[config.mk]
export PLATFORM = sky130hd
export DESIGN_NAME = ilcb_rem_unit
export DESIGN_NICKNAME = d
export VERILOG_FILES = /design/src/sv/ilcb_pkg.sv /design/src/sv/ilcb_rem_unit.sv
export SDC_FILE = /design/constraint.sdc
export NUM_CORES = 1
export LEC_CHECK = 0
export ABC_AREA = 1
export BUFFER_PORTS_ARGS = -buffer_cell sky130_fd_sc_hd__buf_2
export CAP_MARGIN = 20
export CORE_MARGIN = 3
export CORE_UTILIZATION = 50
export CTS_BUF_LIST = sky130_fd_sc_hd__clkbuf_16
export DETAILED_ROUTE_END_ITERATION = 7
export GPL_TIMING_DRIVEN = 0
export HOLD_SLACK_MARGIN = 0.1
export PLACE_DENSITY = 0.67
export SYNTH_ARGS = -nofsm -noshare
export SYNTH_HDL_FRONTEND = slang
export SYNTH_SLANG_ARGS = --single-unit
[constraint.sdc]
create_clock -name clk -period 3.9 [get_ports clk]
set_clock_uncertainty 0.05 [all_clocks]
set_input_delay 0.195 -clock clk [delete_from_list [all_inputs] [get_ports clk]]
set_output_delay 0.195 -clock clk [all_outputs]
set_load 0.02 [all_outputs]
[src/sv/ilcb_pkg.sv]
// ----------------------------------------------------------------------------
// ilcb_pkg
// Shared constants and types of the interrupt count balancer.
// ----------------------------------------------------------------------------
package ilcb_pkg;

    // Field widths of the input and result words.
    localparam int CORE_ID_W  = 4;
    localparam int IRQ_W      = 4;
    localparam int S_TDATA_W  = 16;
    localparam int M_TDATA_W  = 16;

    // Configuration port.
    localparam int CFG_IDX_W  = 2;
    localparam int CFG_DATA_W = 16;
    localparam int ACTIVE_W   = 5;
    localparam int DIVISOR_W  = 16;

    localparam logic [CFG_IDX_W-1:0] CFG_SYM_IO   = 2'd0;
    localparam logic [CFG_IDX_W-1:0] CFG_BAL_EN   = 2'd1;
    localparam logic [CFG_IDX_W-1:0] CFG_ACTIVE   = 2'd2;
    localparam logic [CFG_IDX_W-1:0] CFG_DIVISOR  = 2'd3;

    localparam logic [ACTIVE_W-1:0]  ACTIVE_RESET  = 5'd1;
    localparam logic [DIVISOR_W-1:0] DIVISOR_RESET = 16'd10;

    // Status of the remainder unit.
    typedef struct packed {
        logic done;
        logic rem_zero;
    } rem_stat_t;

endpackage

[src/sv/ilcb_rem_unit.sv]
// ----------------------------------------------------------------------------
// ilcb_rem_unit
// Bit-serial restoring remainder of a count by the balancing divisor.
// ----------------------------------------------------------------------------
module ilcb_rem_unit #(
    parameter int COUNT_BITS = 32
) (
    input  logic                            clk,
    input  logic                            rst_n,
    input  logic                            start,
    input  logic [COUNT_BITS-1:0]           dividend,
    input  logic [ilcb_pkg::DIVISOR_W-1:0]  divisor,
    output ilcb_pkg::rem_stat_t             stat
);
    import ilcb_pkg::*;

    localparam int STEP_W = $clog2(COUNT_BITS + 1);

    logic                  busy_reg;
    logic                  done_reg;
    logic [STEP_W-1:0]     step_reg;
    logic [COUNT_BITS-1:0] shift_reg;
    logic [DIVISOR_W-1:0]  rem_reg;
    logic [DIVISOR_W:0]    trial;
    logic [DIVISOR_W:0]    rem_next;

    // One quotient bit per cycle; the partial remainder stays below twice
    // the divisor, so one compare and subtract restores it.
    always_comb
    begin
        trial = {rem_reg, shift_reg[COUNT_BITS-1]};
        if (trial >= {1'b0, divisor})
        begin
            rem_next = trial - {1'b0, divisor};
        end
        else
        begin
            rem_next = trial;
        end
    end

    always_ff @(posedge clk or negedge rst_n)
    begin
        if (!rst_n)
        begin
            busy_reg <= 1'b0;
            done_reg <= 1'b0;
            step_reg <= '0;
        end
        else
        begin
            done_reg <= 1'b0;
            if (start)
            begin
                busy_reg  <= 1'b1;
                step_reg  <= STEP_W'(COUNT_BITS);
                shift_reg <= dividend;
                rem_reg   <= '0;
            end
            else if (busy_reg)
            begin
                rem_reg   <= rem_next[DIVISOR_W-1:0];
                shift_reg <= {shift_reg[COUNT_BITS-2:0], 1'b0};
                step_reg  <= step_reg - 1'b1;
                if (step_reg == STEP_W'(1))
                begin
                    busy_reg <= 1'b0;
                    done_reg <= 1'b1;
                end
            end
        end
    end

    assign stat.done     = done_reg;
    assign stat.rem_zero = (rem_reg == '0);

endmodule

Word level (Yosys, flattened, before mapping) --
Cells that the tools add are included.
Storage, ports and cells: flip-flop bits (word level) 56, input bits 51, output and inout port bits 2, word-level logic and storage cells 24
Operators by class: add/sub/neg operators 2, magnitude comparators 1, equal/unequal tests 1, multiplexer cells 12, reductions and logical operators 3
Operators by type and width (number):
- 2-to-1 mux 32 bit | 2
- 2-to-1 mux 16 bit | 2
- >= comparator 17 x 16 -> 1 bit | 1
- logical NOT 16 bit | 1
- subtractor 16 bit | 1
- 2-to-1 mux 6 bit | 2
- equality test 6 x 1 -> 1 bit (second input constant) | 1
- 2-to-1 mux 1 bit | 6
- subtractor 6 x 1 -> 6 bit (second input constant) | 1
- AND reduction 2 bit | 1
- nonzero test 2 bit | 1

Logic depth before layout (Yosys ltp) --
depth after elaboration 4, mapped depth 15, mapped depth without buffers 15

Worst setup path before layout --
Ideal clock, no wire load.
kind input-to-reg, start point in start, end point reg shift_reg[0] (enable), setup time 0.421 ns, data arrival time 2.095 ns, data required time 3.429 ns, setup slack 1.334 ns, stages 4, path buffers 2, cell sequence clkbuf_1 nor2_1 clkbuf_1 nor2_1
Between the ends: longest elaborated chain between the ends 2
Ends and longest elaborated chain:
- start: declaration | line ilcb_rem_unit.sv:10 | input logic start,
- nonzero test 2 bit (no line)
- AND reduction 2 bit (no line)
- end signal: assignment | line ilcb_rem_unit.sv:57 | shift_reg <= dividend;
- end signal: assignment | line ilcb_rem_unit.sv:63 | shift_reg <= {shift_reg[COUNT_BITS-2:0], 1'b0};
- end: declaration | line ilcb_rem_unit.sv:22 | logic [COUNT_BITS-1:0] shift_reg;
No other way between the ends. A chain may end at the register's enable or synchronous reset.

Worst setup path in the final report --
start point reg rem_reg[11], end point reg rem_reg[5] (data pin)
Between the ends: longest elaborated chain between the ends 3
Ends and longest elaborated chain:
- start: declaration | line ilcb_rem_unit.sv:23 | logic [DIVISOR_W-1:0] rem_reg;
- start signal: assignment | line ilcb_rem_unit.sv:62 | rem_reg <= rem_next[DIVISOR_W-1:0];
- >= comparator 17 x 16 -> 1 bit | line ilcb_rem_unit.sv:32 | if (trial >= {1'b0, divisor})
- 2-to-1 mux 16 bit | line ilcb_rem_unit.sv:32
- 2-to-1 mux 16 bit | line ilcb_rem_unit.sv:60 | else if (busy_reg)
No other way between the ends.

==> results_dict.tcl <==
set metrics [dict create \
    die_w_um 92.6 \
    grt.total_usage_pct 19.3 \
    final_common_cell "nand2_1" \
    mostFrequentLayoutCells "nand2_1, inv_1, buf_2, edfxtp_1, nand3_1" \
    ys_seq_elements 56 \
    start_kind "flip-flop" \
    drv_cap 0 \
    cts-resized-gates 0 \
    die_h_um 92.6 \
    antenna_left 0 \
    holdCritPathClass "in -> reg" \
    grt_max_degree 33 \
    dp_cells 656 \
    drt-met1-wl_mm 3.61 \
    status "finished clean" \
    final_nets 638 \
    fin_cells 665 \
    post_cts_buffers 0 \
    netlist_instances 509 \
    placedInstanceArea_um2 4140 \
    cts_tree "done" \
    cts_buffers 5 \
    clockBufferDepth 2 \
    cts.sinks 56 \
    core.rowCount 30 \
    die_area_um2 8580 \
    top_level_ports 53 \
    grt_overflow 0 \
    hold_viol_final 0 \
    ys_seq_area_share_pct 43.7 \
    insertion_delay_ns 0.29 \
    top_layer_used "met4" \
    wl_mm 7.79 \
    grt_pass1_wl_mm 13.4 \
    n_antenna_cell 0 \
    viasPerCell 4.81 \
    clkSlewWorstSetupHoldPaths_ns 0.07 \
    synth_nets 579 \
    crit_path_end_kind "flip-flop" \
    vias 3198 \
    area_growth_pct 14.1 \
    p_leak_nw 2.26 \
    crit_type "reg -> reg" \
    rsz0062_at_grt "false" \
    clock-root-buffer "clkbuf_16" \
    coreArea_um2 7020 \
    vdd_drop_max_uv 294 \
    ctsHoldBuffers 1 \
    finalSetupViolations 0 \
    fmax_ghz 0.436 \
    wl_per_cell_um 11.7 \
    met3_length_um 344 \
    period_minus_slack_ns 2.29 \
    critPathArrivalTime_ns 2.27 \
    power_density_nw_per_um2 465 \
    dr_wl_met2_mm 3.72 \
    drive_gt1_share_pct 13.0 \
    syn_area_um2 3750 \
    finalCritPeriodShare_pct 58.8 \
    synth.avg_cell_area_um2 7.37 \
    drc 0 \
    drt-initial-drc-count 160 \
    power.total_mw 1.99 \
    antenna_found_initial 0 \
    crit_fanout 10 \
    start_util_pct 53.5 \
    hpwl_mm 6.15 \
    slew_headroom_pct 40.6 \
    cts_max_level 2 \
    dr.pass1.iters 4 \
    yosysWarnings 0 \
    crit_required_ns 3.87 \
    largest_register_ffs 32 \
    tightest_slew_ns 0.889 \
    yosys.cell_types.count 35 \
    design_area_um2 4280 \
    grt_pass1_vias 3110 \
    slew_viol_final 0 \
    io_buffers 51 \
    gp_routability_congestion 0.899 \
    setup_tns_ns 0 \
    fin_util_pct 61.0 \
]
[where the power goes]
part	internal (mW)	switching, mW	total (mW)	leakage [nW]
Sequential	0.776	0.0672	0.843	0.577
Clock	0.232	0.191	0.423	0.0701
Combinational	0.274	0.451	0.725	1.62
[critical path, cell delays in order (launching register included)]
cell and delay [ns]:
edfxtp_1 0.43, ha_1 0.36, a21oi_1 0.30, a21oi_1 0.16
nor2_4 0.27, buf_4 0.22, nand3_1 0.08, nand3_1 0.08
o21ai_0 0.08
[final timing paths]
path | slack [ns] | depth (start not counted) | startpoint | end
min in group asynchronous | 0.38 | 2 | rst_n | step_reg[2]
max | 1.61 | 8 | rem_reg[11] | rem_reg[5]
min reg2reg | 0.45 | 1 | step_reg[5] | step_reg[5]
min | 0.11 | 3 | dividend[0] | shift_reg[0]
max reg2reg | 1.61 | 8 | rem_reg[11] | rem_reg[5]
max in group asynchronous | 3.04 | 2 | rst_n | step_reg[4]
[cell families after synthesis]
family	count (synthesis)	share of synthesized area, %
flops	56	43.7
buf+inv	96	10.1
xor+xnor	7	1.63
fa+ha+maj	19	6.54
simple gates	300	33.6
compound gates	31	4.43
[layout make-up]
cell class / instances / area (um2)
flip-flops and latches: 56 / 1640
clock buffers: 5 / 125
inverters: 83 / 312
well taps: 96 / 120
fillers: 687 / 2740
plain buffers: 13 / 66.3
repair buffers: 52 / 265
multi-input cells: 357 / 1740
clock inverters: 3 / 11.3
[synthesized netlist by cell type (all sizes together)]
cell    count  area [um2]
a21oi      14        73.8
and2        1        6.26
buf         6        40.0
clkbuf      7        26.3
clkinv      1        3.75
dfrtp       8         200
edfxtp     48        1440
fa          1        20.0
ha         18         225
inv        82         308
nand2     214         821
nand3      44         225
nand3b      2        15.0
nand4       8        50.1
nor2       25         109
nor3        3        15.0
nor4        2        12.5
o21ai      15        78.8
o21bai      1        7.51
o22ai       1        6.26
or2         1        6.26
xnor2       6        52.6
xor2        1        8.76
[metrics by stage]
stage          hold slack [ns]  setup slack [ns]
2_1_floorplan           -0.151              1.33
3_3_place_gp             0.152             0.526
3_5_place_dp             0.154              1.63
4_1_cts                  0.105              1.61
5_1_grt                  0.116              1.41
6_report                 0.110              1.61
[per-layer routing]
layer,track usage (%),vias to the layer above
li1,-,1726
met5,0,-
met1,24.0,1388
met3,2.84,9
met4,5.13,0
met2,34.7,75
Note: power is estimated with default switching activity, not from simulation.
